**config.mk**
```make
export PLATFORM = sky130hd
export DESIGN_NAME = adam_front
export DESIGN_NICKNAME = d
export VERILOG_FILES = /design/src/adam_pkg.sv /design/src/adam_front.sv
export VERILOG_INCLUDE_DIRS = /design/src /design/src/src
export SDC_FILE = /design/constraint.sdc
export NUM_CORES = 1
export LEC_CHECK = 0
export BUFFER_PORTS_ARGS = -buffer_cell sky130_fd_sc_hd__buf_2
export CAP_MARGIN = 25
export CORE_MARGIN = 1.5
export CORE_UTILIZATION = 51
export CTS_CLUSTER_SIZE = 20
export DETAILED_ROUTE_END_ITERATION = 10
export GPL_TIMING_DRIVEN = 0
export PLACE_DENSITY_LB_ADDON = 0.12
export RECOVER_POWER = 25
export SYNTH_ARGS = -nofsm -noshare
export SYNTH_HDL_FRONTEND = slang
export SYNTH_SLANG_ARGS = --single-unit
```
**constraint.sdc**
```tcl
create_clock -name i_clk -period 4.5 [get_ports i_clk]
set_input_delay 1.35 -clock i_clk [delete_from_list [all_inputs] [get_ports i_clk]]
set_output_delay 1.35 -clock i_clk [all_outputs]
set_load 0.02 [all_outputs]
```
**src/adam_optimizer_update_macros.svh**
```systemverilog
// assertion macros of the adam update engine, used by adam_front
// no dependencies
`ifndef ADAM_OPTIMIZER_UPDATE_MACROS_SVH
`define ADAM_OPTIMIZER_UPDATE_MACROS_SVH

// condition must never hold outside reset
`define ADAM_ASSERT_NEVER(label, clk, rst_n, cond, msg) \
    label: assert property (@(posedge clk) disable iff (!rst_n) !(cond)) else $error(msg);

// same-cycle implication
`define ADAM_ASSERT_IMPLY(label, clk, rst_n, ante, cons, msg) \
    label: assert property (@(posedge clk) disable iff (!rst_n) (ante) |-> (cons)) else $error(msg);

// next-cycle implication
`define ADAM_ASSERT_NEXT(label, clk, rst_n, ante, cons, msg) \
    label: assert property (@(posedge clk) disable iff (!rst_n) (ante) |=> (cons)) else $error(msg);

`endif

```
**src/adam_pkg.sv**
```systemverilog
// shared types and constants of the adam update engine
// no dependencies
`default_nettype none
package adam_pkg;
    localparam int SLOT_DEPTH  = 4096;
    localparam int SLOT_W      = $clog2(SLOT_DEPTH);
    localparam int IDX_W       = 12;
    localparam int GRAD_W      = 32;
    localparam int M_W         = 32;
    localparam int V_W         = 64;
    localparam int LR_W        = 25;
    localparam int BETA_W      = 24;
    localparam int EPS_W       = 16;
    localparam int POW_W       = 25;
    localparam int Q_FRAC      = 24;
    localparam int CFG_IDX_W   = 2;
    localparam int CFG_DATA_W  = 25;
    localparam int QUEUE_DEPTH = 2;
    localparam int QPTR_W      = $clog2(QUEUE_DEPTH);
    localparam int QCNT_W      = $clog2(QUEUE_DEPTH + 1);
    localparam int MUL_W       = 33;
    localparam int PROD_W      = 2 * MUL_W;
    localparam int ACC_W       = 90;
    localparam int DIV_NUM_W   = 88;
    localparam int DIV_DEN_W   = 33;
    localparam int DIV_CNT_W   = $clog2(DIV_NUM_W);
    localparam int SQ_IN_W     = 64;
    localparam int SQ_OUT_W    = 32;
    localparam int SQ_CNT_W    = $clog2(SQ_OUT_W);

    localparam logic [CFG_IDX_W-1:0] CFG_LR   = 2'd0;
    localparam logic [CFG_IDX_W-1:0] CFG_B1   = 2'd1;
    localparam logic [CFG_IDX_W-1:0] CFG_B2   = 2'd2;
    localparam logic [CFG_IDX_W-1:0] CFG_EPS  = 2'd3;

    localparam logic OP_UPDATE = 1'b0;
    localparam logic OP_ITER   = 1'b1;

    localparam logic [POW_W-1:0] ONE_Q24 = POW_W'(1) << Q_FRAC;
    localparam logic signed [ACC_W-1:0] ACC_HALF = ACC_W'(1) << (Q_FRAC - 1);
    localparam logic signed [PROD_W-1:0] PROD_HALF = PROD_W'(1) << (Q_FRAC - 1);

    typedef struct packed {
        logic                     op;
        logic [SLOT_W-1:0]        slot;
        logic signed [GRAD_W-1:0] gradient;
    } t_item;

    typedef struct packed {
        logic pop;
        logic busy;
    } t_back_stat;
endpackage
`default_nettype wire

```
**src/adam_front.sv**
```systemverilog
// front end: takes update requests and queues them for the back end
// depends on adam_pkg and adam_optimizer_update_macros.svh
`default_nettype none
`include "adam_optimizer_update_macros.svh"
module adam_front (
    input  wire                                   i_clk,
    input  wire                                   i_rst_n,
    input  wire                                   i_in_valid,
    output logic                                  o_in_stall,
    input  wire                                   i_op,
    input  wire  [adam_pkg::IDX_W-1:0]            i_slot_index,
    input  wire  signed [adam_pkg::GRAD_W-1:0]    i_gradient,
    output adam_pkg::t_item                       o_head,
    output logic                                  o_head_valid,
    input  adam_pkg::t_back_stat                  i_back
);
    adam_pkg::t_item                  r_q [adam_pkg::QUEUE_DEPTH];
    logic [adam_pkg::QPTR_W-1:0]      r_wr_ptr;
    logic [adam_pkg::QPTR_W-1:0]      r_rd_ptr;
    logic [adam_pkg::QCNT_W-1:0]      r_count;
    logic                             push;
    logic                             pop;
    adam_pkg::t_item                  new_item;

    function automatic logic [adam_pkg::QPTR_W-1:0] ptr_inc(
        input logic [adam_pkg::QPTR_W-1:0] p);
        if (p == adam_pkg::QPTR_W'(adam_pkg::QUEUE_DEPTH - 1)) begin
            return '0;
        end
        return p + adam_pkg::QPTR_W'(1);
    endfunction

    assign o_in_stall   = (r_count == adam_pkg::QCNT_W'(adam_pkg::QUEUE_DEPTH)) || i_back.busy;
    assign push         = i_in_valid && !o_in_stall;
    assign pop          = i_back.pop;
    assign o_head       = r_q[r_rd_ptr];
    assign o_head_valid = (r_count != '0);

    always_comb begin
        new_item.op       = i_op;
        new_item.slot     = i_slot_index[adam_pkg::SLOT_W-1:0];
        new_item.gradient = i_gradient;
    end

    always_ff @(posedge i_clk) begin
        if (push) begin
            r_q[r_wr_ptr] <= new_item;
        end
    end

    always_ff @(posedge i_clk) begin
        if (!i_rst_n) begin
            r_wr_ptr <= '0;
            r_rd_ptr <= '0;
            r_count  <= '0;
        end else begin
            if (push) begin
                r_wr_ptr <= ptr_inc(r_wr_ptr);
            end
            if (pop) begin
                r_rd_ptr <= ptr_inc(r_rd_ptr);
            end
            if (push && !pop) begin
                r_count <= r_count + adam_pkg::QCNT_W'(1);
            end else if (pop && !push) begin
                r_count <= r_count - adam_pkg::QCNT_W'(1);
            end
        end
    end

    `ADAM_ASSERT_IMPLY(a_pop_nonempty, i_clk, i_rst_n, pop, r_count != '0, "pop from empty queue")
    `ADAM_ASSERT_NEVER(a_count_bound, i_clk, i_rst_n, r_count > adam_pkg::QCNT_W'(adam_pkg::QUEUE_DEPTH), "queue overfilled")
    `ADAM_ASSERT_NEXT(a_count_grow, i_clk, i_rst_n, push && !pop, r_count == $past(r_count) + adam_pkg::QCNT_W'(1), "queue count lost a push")
endmodule
`default_nettype wire

```
### After elaboration in Yosys (flattened, before gate mapping)

Memories as Yosys holds them, arrays and structs flattened. A register that Yosys moved wholly into a read port is not among the register bits.
Index checks and enable logic that the tools add are counted.

* reduce and logical (&&, ||, !) cells: 9
* eq/ne operators: 1
* muxes and demuxes: 16
* add/sub/neg operators: 4

Operators by type and width (count)
* 1-bit two-way mux: 14
* 2-bit two-way mux: 2
* 2-bit nonzero test: 2
* 1-bit logical AND: 3
* 1-bit zero test: 3
* 1-bit adder (second input constant): 2
* 2-bit by 1-bit adder with 2-bit output (second input constant): 1
* 2-bit equality test (second input constant): 1
* 2-bit by 1-bit subtractor with 2-bit output (second input constant): 1
* 1-bit logical OR: 1

* output and inout bits: 47
* bits in writable memories: 90
* register bits after elaboration: 4
* logic and storage cells: 34
* input bits: 50
* memories: 1

Memory list
* r_q: depth 2, width 45, read ports 1, clocked after memory_dff 1, wr ports 1, RTL line adam_front.sv:17 `adam_pkg::t_item r_q [adam_pkg::QUEUE_DEPTH];`

### Longest topological paths before layout

* depth in word-level cells: 8
* depth in mapped cells: 6
* mapped depth without buffers: 6

### Worst setup path before layout

No wires, ideal clock.

* kind: input -> register
* from: input port i_in_valid
* to: memory r_q[0][0] (netlist bit) (enable)
* setup time: 453 ps
* cell stages on the path: 3
* path buffers: 0
* arrival time: 3710 ps
* setup slack: 337 ps
* data required time: 4047 ps
* path through: nor2b_1 -> and2_1 -> nor2b_1

* cells in the longest elaborated chain, start to end: 3

RTL lines
* from (decl): RTL line adam_front.sv:8 `input wire i_in_valid,`
* 1-bit logical AND: RTL line adam_front.sv:34 `assign push = i_in_valid && !o_in_stall;`
* 1-bit two-way mux: RTL line adam_front.sv:46 `if (push) begin`
* 1-bit two-way mux (implied by the code): RTL line adam_front.sv:47 `r_q[r_wr_ptr] <= new_item;`
* to (decl): RTL line adam_front.sv:17

Every way passes these cells.

### Worst setup path in the final report

* from: input port i_back[0] (netlist bit)
* to: output port o_in_stall

* cells in the longest elaborated chain, start to end: 1

RTL lines
* from (decl): RTL line adam_front.sv:15 `input adam_pkg::t_back_stat i_back`
* 1-bit logical OR: RTL line adam_front.sv:33 `assign o_in_stall = (r_count == adam_pkg::QCNT_W'(adam_pkg::QUEUE_DEPTH)) || i_back.busy;`
* to (decl): RTL line adam_front.sv:9 `output logic o_in_stall,`

Every way passes these cells.

==> impl_metrics.tcl <==
set metrics [dict create \
    cts_root_buf "clkbuf_8" \
    via_per_inst 5.02 \
    path_clk_slew_ps 80 \
    htree_num_levels 3 \
    grt-busiest-layer "met2" \
    power_mw 1.73 \
    status "finished, final reports clean" \
    fin_util 0.636 \
    drtIter0Drc 102 \
    path_max_fanout 2 \
    p_leak_nw 1.58 \
    wirelength_mm 5.60 \
    syn_nets 217 \
    regArea_um2 2800 \
    syn_avg_cell_area_um2 21.1 \
    hpwlAfterDp_mm 3.69 \
    die_width_um 85.9 \
    routabilityCongestion 0.650 \
    floorplan.initialDensity 0.521 \
    hold_violations 0 \
    grt_max_degree 25 \
    grt_pass1_vias 1741 \
    synth_area_um2 3500 \
    antenna_left 0 \
    ys_top_cells_by_area "edfxtp_1 (77%), mux2_2 (14%), dfxtp_1 (2.9%)" \
    use_met1 0.188 \
    p_per_area_nw_per_um2 405 \
    num_antenna_cells 0 \
    grt-ovfl-total 0 \
    antenna_found_initial 0 \
    grt_pass1_wl_mm 8.46 \
    cp.required_ps 3150 \
    nets 326 \
    ys_seq_elements 95 \
    clock_path_buffers 2 \
    ios 97 \
    drive_above_1_share 0.550 \
    min_period_ps 3080 \
    clock_skew_ps 9.63 \
    slew_headroom 0.527 \
    end_kind "output port" \
    cts_tree "yes" \
    io_buffers 96 \
    synth_top_area_cell "edfxtp_1" \
    multi_input_area_um2 653 \
    critPathArrivalTime_ps 1730 \
    worst_hold_path_type "register to register" \
    drc 0 \
    synthCells 166 \
    worstMarginPinSlew_ps 708 \
    firstDrtPassIters 4 \
    clk_latency_ps 340 \
    worstRegToRegCells 4 \
    ys_seq_area_frac 0.801 \
    rsz0062_at_grt "no" \
    finalSetupViolCount 0 \
    wl_per_cell_um 15.6 \
    yosysWarnings 0 \
    area_growth_syn_to_layout_pct 22.1 \
    drv_slew 0 \
    yosys.area.top_type_share 0.772 \
    crit_type "primary input to output port" \
    clock_sinks 95 \
    die_area_um2 7370 \
    via_count 1806 \
    fmax_mhz 325 \
    grt_use_met2 0.260 \
    crit_path_start_kind "primary input" \
    cts_buffers 9 \
    ctsResizeCount 0 \
    num-fill-cells 524 \
    hold_path_depth 2 \
    ys_types 19 \
    post-route-period-util 0.684 \
    rows 30 \
    peakVddDrop_v 0.000256 \
    maxCapViolCount 0 \
    hold_buffers 0 \
    grt_use_met3 0.0558 \
    track_usage 0.155 \
    chipHeight_um 85.9 \
    cts_setup_buffers 0 \
    core_area_um2 6720 \
]
[worst max-delay path: stages]
cell and delay [ps]:
buf_2 100, nand2b_1 120, buf_2 150
[flip-flops by register name, summed over array words and instances, names as in the netlist, named ones only]
register and count:
r_wr_ptr 1, r_rd_ptr 1, r_count 2, r_q 90
[final cells by class]
cell class / instances / share of cell area
Multi-Input combinational cell: 65 / 0.153
Clock inverter: 2 / 0.00234
Clock buffer: 14 / 0.0334
Buffer: 5 / 0.0117
Tap cell: 80 / 0.0234
Inverter: 1 / 0.000878
Sequential cell: 95 / 0.656
Timing Repair Buffer: 98 / 0.119
[Yosys cell counts (all sizes together)]
master	instances
edfxtp	90
mux2	45
buf	5
dfxtp	5
and2	4
nand2b	2
nor2b	2
o21ai	2
xor2	2
a21boi	1
and3	1
ha	1
inv	1
nand2	1
nand4b	1
or2	1
or3	1
xnor2	1
[cells by family (layout without fill, tap and decap cells)]
family,count (synthesis),after routing,synth area share
compound gates,3,3,0.00500
xor+xnor,3,3,0.00751
fa+ha+maj,1,1,0.00357
buf+inv,6,120,0.0154
flops,95,95,0.801
mux,45,45,0.145
simple gates,13,13,0.0232
[final timing paths]
check	from	to	slack [ps]
worst max-delay path	i_back[0]	o_in_stall	1420
worst min register to register	r_count[1]$_SDFFE_PN0P_	r_count[1]$_SDFFE_PN0P_	520
worst max register to register	r_count[0]$_SDFFE_PN0P_	r_q[0][40]$_DFFE_PP_	2540
worst min-delay path	r_count[1]$_SDFFE_PN0P_	r_count[1]$_SDFFE_PN0P_	520
[layout by cell type, fill, tap and decap left out]
master and instances:
buf_2 89, or3_1 1, buf_12 2, nand2_1 1, a21boi_1 1, and2_1 4, dfxtp_1 5, buf_6 4
o21ai_0 2, nor2b_4 1, xnor2_1 1, clkbuf_8 9, or2_2 1, mux2_2 45, nand4b_1 1, ha_1 1
clkinv_2 2, nor2b_1 1, xor2_1 2, inv_1 1, edfxtp_1 90, nand2b_1 2, and3_2 1, clkbuf_1 13
[per-stage QoR]
stage	TNS [ps]	cell area (um^2)	instances	hold slack [ps]	setup WS (ps)
detailed placement	0	4130	344	502	1420
CTS	0	4280	360	513	1420
floorplan	0	3500	166	453	337
finish	0	4270	360	516	1420
global route	0	4270	360	586	1410
global placement	-45840	4080	342	470	-1020
[routing by layer]
metal,wire (um),up-vias
li1,-,865
met1,2300,887
met2,2960,48
met3,286,6
met4,57,0
met5,0,-
[power breakdown]
part	internal [mW]	switching, mW	total (mW)
sequential	1.02	0.0118	1.03
clock	0.201	0.257	0.458
combinational	0.108	0.138	0.246
Power figures use the tool's default switching activity.
